[config.mk]
export PLATFORM = sky130hd
export DESIGN_NAME = ip_l4_header_parser_unit
export DESIGN_NICKNAME = d
export VERILOG_FILES = /design/src/ipl4hp_pkg.sv /design/src/ip_l4_header_parser_unit.sv
export SDC_FILE = /design/constraint.sdc
export NUM_CORES = 2
export LEC_CHECK = 0
export ABC_AREA = 1
export BUFFER_PORTS_ARGS = -buffer_cell sky130_fd_sc_hd__buf_2
export CORE_UTILIZATION = 30
export DETAILED_ROUTE_END_ITERATION = 10
export PLACE_DENSITY = 0.49
export RECOVER_POWER = 50
export SETUP_SLACK_MARGIN = 0.1
export SYNTH_ARGS = -nofsm -noshare
export SYNTH_HDL_FRONTEND = slang
export SYNTH_SLANG_ARGS = --single-unit
[constraint.sdc]
create_clock -name aclk -period 18.75 [get_ports aclk]
set_input_delay 0.9375 -clock aclk [delete_from_list [all_inputs] [get_ports aclk]]
set_output_delay 0.9375 -clock aclk [all_outputs]
set_load 0.01 [all_outputs]
[src/ipl4hp_pkg.sv]
// Package for the IP/layer-4 header parser: word types for both channels,
// status codes, protocol constants and the register map.
// Depends on nothing; every other file imports it.
package ipl4hp_pkg;

    // Input word: one frame byte with its end marker and timestamp.
    typedef struct packed {
        logic [7:0]  frame_byte;
        logic        frame_last;
        logic [63:0] arrival_time;
    } in_word_t;

    // Result word: one per frame.
    typedef struct packed {
        logic [2:0]  parse_status;
        logic [63:0] source_high;
        logic [63:0] source_low;
        logic [63:0] dest_high;
        logic [63:0] dest_low;
        logic [15:0] source_port;
        logic [15:0] dest_port;
        logic        fin_flag;
        logic        rst_flag;
        logic [6:0]  header_bytes;
        logic [13:0] payload_bytes;
        logic [63:0] stamp;
    } out_word_t;

    // Parse status codes.
    localparam logic [2:0] STATUS_IPV4_OK    = 3'd0;
    localparam logic [2:0] STATUS_IPV6_OK    = 3'd1;
    localparam logic [2:0] STATUS_NOT_IP     = 3'd2;
    localparam logic [2:0] STATUS_NOT_L4     = 3'd3;
    localparam logic [2:0] STATUS_TRUNCATED  = 3'd4;

    // IP versions and layer-4 protocol numbers.
    localparam logic [3:0] IP_VER4     = 4'd4;
    localparam logic [3:0] IP_VER6     = 4'd6;
    localparam logic [7:0] PROTO_TCP   = 8'd6;
    localparam logic [7:0] PROTO_UDP   = 8'd17;

    // Fixed header geometry.
    localparam logic [6:0] IPV6_HDR_BYTES  = 7'd40;
    localparam logic [6:0] UDP_HDR_BYTES   = 7'd8;
    localparam logic [6:0] IPV4_MIN_NEED   = 7'd20;
    localparam logic [6:0] IPV6_NEED       = 7'd44;
    localparam logic [6:0] IPV4_PROTO_NEED = 7'd10;
    localparam logic [6:0] IPV6_PROTO_NEED = 7'd7;

    // Register map.
    localparam int          PADDR_W         = 3;
    localparam logic        REG_LINK_HDR    = 1'b0;
    localparam logic [6:0]  LINK_HDR_RESET  = 7'd14;

endpackage

[src/ip_l4_header_parser_unit.sv]
// IP/layer-4 five-tuple parser, top level.
// Depends on ipl4hp_pkg for word types, status codes and constants.
//
// The parser takes one frame byte per word and accepts a new word every clock
// cycle for as long as results are taken. Each byte passes an input register,
// is captured by its position after the link header, and on the frame's last
// byte the result word is built in the same pass and held in the result
// register, where m_valid announces it.
// A result waiting on m_ready stalls the input only when the next last byte
// needs the result register. The link header length register (byte address 0)
// must only be changed between frames.
module ip_l4_header_parser_unit
    import ipl4hp_pkg::*;
#(
    parameter int MAX_FRAME_BYTES = 16383
) (
    input  logic               aclk,
    input  logic               aresetn,
    // Frame byte channel
    input  logic               s_valid,
    output logic               s_ready,
    input  in_word_t           s_data,
    // Result channel
    output logic               m_valid,
    input  logic               m_ready,
    output out_word_t          m_data,
    // Configuration port
    input  logic               psel,
    input  logic               penable,
    input  logic               pwrite,
    input  logic [PADDR_W-1:0] paddr,
    input  logic [31:0]        pwdata,
    output logic [31:0]        prdata,
    output logic               pready
);

    localparam int POS_W = $clog2(MAX_FRAME_BYTES + 1);
    localparam logic [POS_W-1:0] POS_MAX = POS_W'(MAX_FRAME_BYTES);

    // Registers
    logic [6:0]        lhb_reg;
    logic              in_valid_reg;
    in_word_t          in_reg;
    logic              m_valid_reg;
    out_word_t         out_reg;
    logic [POS_W-1:0]  pos_reg;
    logic [3:0]        ver_reg;
    logic [3:0]        ihl_reg;
    logic [7:0]        proto_reg;
    logic [63:0]       addr_reg [4];
    logic [15:0]       sport_reg;
    logic [15:0]       dport_reg;
    logic [7:0]        flags_reg;
    logic [3:0]        off_reg;
    logic [63:0]       stamp_reg;

    // Next values after the byte in the input register is captured
    logic [POS_W-1:0]  pos_next;
    logic [3:0]        ver_next;
    logic [3:0]        ihl_next;
    logic [7:0]        proto_next;
    logic [63:0]       addr_next [4];
    logic [15:0]       sport_next;
    logic [15:0]       dport_next;
    logic [7:0]        flags_next;
    logic [3:0]        off_next;
    logic [63:0]       stamp_next;
    out_word_t         out_next;

    // Working signals
    logic              adv;
    logic              first;
    logic              cap_en;
    logic [7:0]        b;
    logic [POS_W-1:0]  lhb_ext;
    logic [POS_W-1:0]  r;
    logic [POS_W-1:0]  r_m8;
    logic [1:0]        slot;
    logic              rz;
    logic [6:0]        l4;
    logic [POS_W-1:0]  l4_r;
    logic [POS_W-1:0]  count;
    logic [POS_W-1:0]  rem;
    logic [6:0]        need;
    logic [6:0]        ihl4;
    logic [6:0]        hdr;
    logic [2:0]        status;
    logic              cfg_wr;

    // Configuration port: zero wait states.
    assign pready = 1'b1;
    assign cfg_wr = psel && penable && pwrite && pready && (paddr[2] == REG_LINK_HDR);
    assign prdata = (paddr[2] == REG_LINK_HDR) ? {25'd0, lhb_reg} : 32'd0;

    always_ff @(posedge aclk) begin
        if (!aresetn) begin
            lhb_reg <= LINK_HDR_RESET;
        end else if (cfg_wr) begin
            lhb_reg <= pwdata[6:0];
        end
    end

    // Pipeline control: a byte that ends a frame needs a free result register.
    assign adv     = in_valid_reg && (!in_reg.frame_last || !m_valid_reg || m_ready);
    assign s_ready = !in_valid_reg || adv;
    assign m_valid = m_valid_reg;
    assign m_data  = out_reg;

    // Input register.
    always_ff @(posedge aclk) begin
        if (!aresetn) begin
            in_valid_reg <= 1'b0;
        end else if (s_valid && s_ready) begin
            in_valid_reg <= 1'b1;
        end else if (adv) begin
            in_valid_reg <= 1'b0;
        end
    end

    always_ff @(posedge aclk) begin
        if (s_valid && s_ready) begin
            in_reg <= s_data;
        end
    end

    // Position of the byte relative to the start of the IP header.
    assign b       = in_reg.frame_byte;
    assign first   = (pos_reg == '0);
    assign lhb_ext = POS_W'(lhb_reg);
    assign cap_en  = (pos_reg < POS_MAX) && (pos_reg >= lhb_ext);
    assign r       = pos_reg - lhb_ext;
    assign r_m8    = r - POS_W'(8);
    assign slot    = r_m8[4:3];
    assign rz      = cap_en && (r == '0);
    assign count   = (pos_reg < POS_MAX) ? POS_W'(pos_reg + 1'b1) : POS_MAX;

    // Byte capture: captures restart at the first byte of a frame.
    always_comb begin
        ver_next   = first ? 4'd0  : ver_reg;
        ihl_next   = first ? 4'd0  : ihl_reg;
        proto_next = first ? 8'd0  : proto_reg;
        sport_next = first ? 16'd0 : sport_reg;
        dport_next = first ? 16'd0 : dport_reg;
        flags_next = first ? 8'd0  : flags_reg;
        off_next   = first ? 4'd0  : off_reg;
        stamp_next = first ? in_reg.arrival_time : stamp_reg;
        for (int i = 0; i < 4; i++) begin
            addr_next[i] = first ? 64'd0 : addr_reg[i];
        end

        if (rz) begin
            ver_next = b[7:4];
            ihl_next = b[3:0];
        end
        l4   = (ver_next == IP_VER6) ? IPV6_HDR_BYTES : {1'b0, ihl_next, 2'b00};
        l4_r = POS_W'(l4);

        if (cap_en) begin
            if (ver_next == IP_VER4) begin
                if (r == POS_W'(9)) begin
                    proto_next = b;
                end
                if (r >= POS_W'(12) && r < POS_W'(16)) begin
                    addr_next[1] = {addr_next[1][55:0], b};
                end
                if (r >= POS_W'(16) && r < POS_W'(20)) begin
                    addr_next[3] = {addr_next[3][55:0], b};
                end
            end else if (ver_next == IP_VER6) begin
                if (r == POS_W'(6)) begin
                    proto_next = b;
                end
                if (r >= POS_W'(8) && r < POS_W'(40)) begin
                    addr_next[slot] = {addr_next[slot][55:0], b};
                end
            end
            if (r >= l4_r && r < l4_r + POS_W'(2)) begin
                sport_next = {sport_next[7:0], b};
            end
            if (r >= l4_r + POS_W'(2) && r < l4_r + POS_W'(4)) begin
                dport_next = {dport_next[7:0], b};
            end
            if (r == l4_r + POS_W'(12)) begin
                off_next = b[7:4];
            end
            if (r == l4_r + POS_W'(13)) begin
                flags_next = b;
            end
        end
    end

    // Frame status and lengths, from the captures including this byte.
    always_comb begin
        rem  = count - lhb_ext;
        ihl4 = {1'b0, ihl_next, 2'b00};
        need = ihl4 + 7'd4;
        if (ver_next == IP_VER6) begin
            need = IPV6_NEED;
        end else if (need < IPV4_MIN_NEED) begin
            need = IPV4_MIN_NEED;
        end

        priority if (count <= lhb_ext) begin
            status = STATUS_TRUNCATED;
        end else if (ver_next != IP_VER4 && ver_next != IP_VER6) begin
            status = STATUS_NOT_IP;
        end else if (ver_next == IP_VER4 && rem < POS_W'(IPV4_PROTO_NEED)) begin
            status = STATUS_TRUNCATED;
        end else if (ver_next == IP_VER6 && rem < POS_W'(IPV6_PROTO_NEED)) begin
            status = STATUS_TRUNCATED;
        end else if (proto_next != PROTO_TCP && proto_next != PROTO_UDP) begin
            status = STATUS_NOT_L4;
        end else if (rem < POS_W'(need)) begin
            status = STATUS_TRUNCATED;
        end else if (ver_next == IP_VER4) begin
            status = STATUS_IPV4_OK;
        end else begin
            status = STATUS_IPV6_OK;
        end

        hdr = ((ver_next == IP_VER4) ? ihl4 : IPV6_HDR_BYTES)
            + ((proto_next == PROTO_TCP) ? {1'b0, off_next, 2'b00} : UDP_HDR_BYTES);

        out_next              = '0;
        out_next.parse_status = status;
        out_next.stamp        = stamp_next;
        if (status == STATUS_IPV4_OK || status == STATUS_IPV6_OK) begin
            out_next.source_high = addr_next[0];
            out_next.source_low  = addr_next[1];
            out_next.dest_high   = addr_next[2];
            out_next.dest_low    = addr_next[3];
            out_next.source_port = sport_next;
            out_next.dest_port   = dport_next;
            if (proto_next == PROTO_TCP) begin
                out_next.fin_flag = flags_next[0];
                out_next.rst_flag = flags_next[2];
            end
            if (POS_W'(hdr) > rem) begin
                out_next.header_bytes  = rem[6:0];
                out_next.payload_bytes = 14'd0;
            end else begin
                out_next.header_bytes  = hdr;
                out_next.payload_bytes = 14'(rem - POS_W'(hdr));
            end
        end
    end

    assign pos_next = in_reg.frame_last ? '0 : count;

    // Frame state registers.
    always_ff @(posedge aclk) begin
        if (!aresetn) begin
            pos_reg   <= '0;
            ver_reg   <= '0;
            ihl_reg   <= '0;
            proto_reg <= '0;
            sport_reg <= '0;
            dport_reg <= '0;
            flags_reg <= '0;
            off_reg   <= '0;
            stamp_reg <= '0;
            for (int i = 0; i < 4; i++) begin
                addr_reg[i] <= '0;
            end
        end else if (adv) begin
            pos_reg   <= pos_next;
            ver_reg   <= ver_next;
            ihl_reg   <= ihl_next;
            proto_reg <= proto_next;
            sport_reg <= sport_next;
            dport_reg <= dport_next;
            flags_reg <= flags_next;
            off_reg   <= off_next;
            stamp_reg <= stamp_next;
            for (int i = 0; i < 4; i++) begin
                addr_reg[i] <= addr_next[i];
            end
        end
    end

    // Result register.
    always_ff @(posedge aclk) begin
        if (!aresetn) begin
            m_valid_reg <= 1'b0;
        end else if (adv && in_reg.frame_last) begin
            m_valid_reg <= 1'b1;
        end else if (m_ready) begin
            m_valid_reg <= 1'b0;
        end
    end

    always_ff @(posedge aclk) begin
        if (adv && in_reg.frame_last) begin
            out_reg <= out_next;
        end
    end

endmodule

==> metrics.yaml <==
outcome: "finished, violations left"
violations: "max-capacitance violations, max-slew violations"
place_congestion: 0.852
hold_depth: 1
syn_area_per_cell_um2: 9.06
maxSlewViolCount: 664
post_cts_buffers: 0
portBuffers: 474
path_max_fanout: 86
core_area_um2: 138000
fin_nets: 5088
die-area_um2: 140000
critical_path_class: "flop to flop"
worstReg2RegStart: "pos_reg[1]"
ir_drop_mv: 0.0716
cts_buffers: 98
pwr-share-clk_pct: 45.5
switching_share_pct: 24.7
dpl-instance-area_um2: 45300
largest_reg_flops: 378
fin_skew_ns: 0.0592
worstHoldStart: "s_data[19]"
clock_sinks: 848
routed-wl-met3_mm: 8.55
vias: 33126
htree_levels: 3
dp_hpwl_mm: 90.6
dr.pass1.iters: 6
rrSetupSlack_ns: 7.31
start_util_pct: 30.2
ios: 528
netlist-cell-type-count: 57
root_buffer: "clkbuf_16"
clkLatencyLatePin_ns: 0.75
final_common_cell: "nand2_1"
synth_flop_cell: "edfxtp_1"
seq_area_frac_synth_pct: 57.8
pwr-share-comb_pct: 6.2
cp-endpoint: "m_data[74]"
cp_top_family: "buffers and inverters"
crit_path_start: "pos_reg[1]"
startpoint_type: "flop"
hold_viol: 0
finalSetupTns_ns: 0
max_stage_delay_ns: 2.96
clk_pin_slew_worst_paths_ns: 0.06
syn2layout_area_growth_pct: 15.6
internal_power_w: 0.00334
layout_common_cells: "nand2_1, nor2_1, edfxtp_1, inv_1, clkbuf_1"
finalCritPeriodShare_pct: 61.0
path_buf_inv: 5
grt_pass1_vias: 31293
setup_viol: 0
ys_ff_latch: 848
drt_wl_total_mm: 140
leakage_nw: 17.4
netlist_area_um2: 41600
drv_cap: 9
synthCells: 4597
overflow: 0
slew_headroom_pct: -239
cp_slowest_cell: "clkinvlp_2"
antenna_found_initial: 6
layout-drive-gt1-share_pct: 7.15
topRoutingLayerUsed: "met5"
worstHoldPathType: "primary input to flop"
fmax_mhz: 87.4
timing.rr.end: "m_data[74]"
powerDensity_nw_per_um2: 92.0
ys_warn_count: 0
cts_resized: 0
cts_hold_buf: 0
cp.required_ns: 19.18
p_switching_w: 0.00109
drtIter0Drc: 3028
drc_errors: 0
place_inst: 6618
crit_top_cell: "nand2_1"
final_antenna_net_count: 0
grt_pass1_wl_mm: 206
finalNonFillerCells: 6802
dieWidth_um: 375
synthArstFlopShare_pct: 0
critPathCaptureType: "flop"
finalCriticalPeriod_ns: 11.44
wl_per_cell_um: 20.6
crit_cells: 32
r2r_cells: 32
track_usage_pct: 19.4
arrival_ns: 11.87
via_per_inst: 4.87
die_h_um: 375
worstMarginPinSlew_ns: 5.05
wl_met1_mm: 64.3
rsz0062_at_grt: "no"
clockBufferDepth: 3
postLayoutCellArea_um2: 48100
fin_util_pct: 35.0
synth_edf_count: 707
grt_max_degree: 190
p_seq_share_pct: 48.4
rows: 136
cts_tree: "built"
met2_length_mm: 63.8
==> cells by family (layout without fill, tap and decap cells) <==
logic type | Yosys count | in the layout | synth area share, %
flops | 848 | 848 | 57.8
fa+ha+maj | 49 | 49 | 1.54
simple gates | 1834 | 1834 | 18.1
xor+xnor | 30 | 30 | 0.649
compound gates | 867 | 867 | 12.4
buf+inv | 967 | 1351 | 9.49
other cells | 2 | 29 | 0.0180
==> power groups by stage <==
stage | Sequential, W | Clock (W) | Combinational, W
after floorplan | 0.00220 | 0 | 0.000159
after global placement | 0.00218 | 0 | 0.000280
after detailed placement | 0.00218 | 0 | 0.000281
after CTS | 0.00214 | 0.00207 | 0.000283
after global routing | 0.00215 | 0.00213 | 0.000299
final | 0.00214 | 0.00201 | 0.000272
==> stage by stage <==
step | hold WS (ns) | setup slack (ns) | total power [W]
2_1_floorplan | 0.426 | 9.49 | 0.00236
3_3_place_gp | 0.438 | 10.38 | 0.00246
3_5_place_dp | 0.439 | 10.28 | 0.00246
4_1_cts | 0.281 | 10.25 | 0.00449
5_1_grt | 0.324 | 5.98 | 0.00458
6_report | 0.362 | 7.31 | 0.00443
==> cell usage after synthesis (3+ instances only) <==
cell type | count | area (um2)
a211oi_1 | 59 | 443
a21oi_1 | 269 | 1350
a22oi_1 | 8 | 60.1
a31oi_1 | 12 | 75.1
a32oi_1 | 54 | 473
buf_1 | 36 | 135
buf_2 | 19 | 95.1
buf_4 | 31 | 233
buf_6 | 24 | 270
clkbuf_1 | 198 | 743
dfxtp_1 | 141 | 2820
edfxtp_1 | 707 | 21200
fa_1 | 4 | 80.1
ha_1 | 45 | 563
inv_1 | 640 | 2400
inv_2 | 16 | 60.1
nand2_1 | 762 | 2860
nand2_2 | 10 | 62.6
nand3_1 | 231 | 1160
nand3_2 | 6 | 60.1
nand3b_1 | 3 | 22.5
nand4_1 | 26 | 163
nor2_1 | 735 | 2760
nor2_2 | 23 | 144
nor2_4 | 4 | 45.0
nor3_1 | 13 | 65.1
nor4_1 | 4 | 25.0
o211ai_1 | 4 | 30.0
o21a_1 | 67 | 503
o21ai_0 | 200 | 1000
o21ai_1 | 15 | 75.1
o21ai_2 | 5 | 43.8
o22ai_1 | 161 | 1010
or2_1 | 4 | 25.0
or2_2 | 3 | 18.8
xnor2_1 | 6 | 52.6
xor2_1 | 23 | 201
==> area by class of cell <==
class | instances | area, um2
timing repair buffer | 511 | 2160
multi-input combinational | 2806 | 13800
sequential | 848 | 24100
clock inverter | 57 | 747
clock buffer | 124 | 2630
inverter | 659 | 2490
antenna | 3 | 7.51
tap | 1794 | 2240
fill | 14356 | 89500
==> per-layer routing <==
layer  GRT usage, %  vias to the layer above
met2           30.5                     1037
met4           5.78                        2
li1               -                    15995
met5              0                        -
met3           3.29                      185
met1           27.1                    15907
==> worst min path at each step <==
stage	endpoint	slack, ns
2_1_floorplan	off_reg[0]	0.43
3_3_place_gp	flags_reg[2]	0.44
3_5_place_dp	off_reg[1]	0.44
4_1_cts	in_reg[19]	0.28
5_1_grt	in_reg[19]	0.32
6_report	in_reg[19]	0.36
Power figures use the tool's default switching activity.
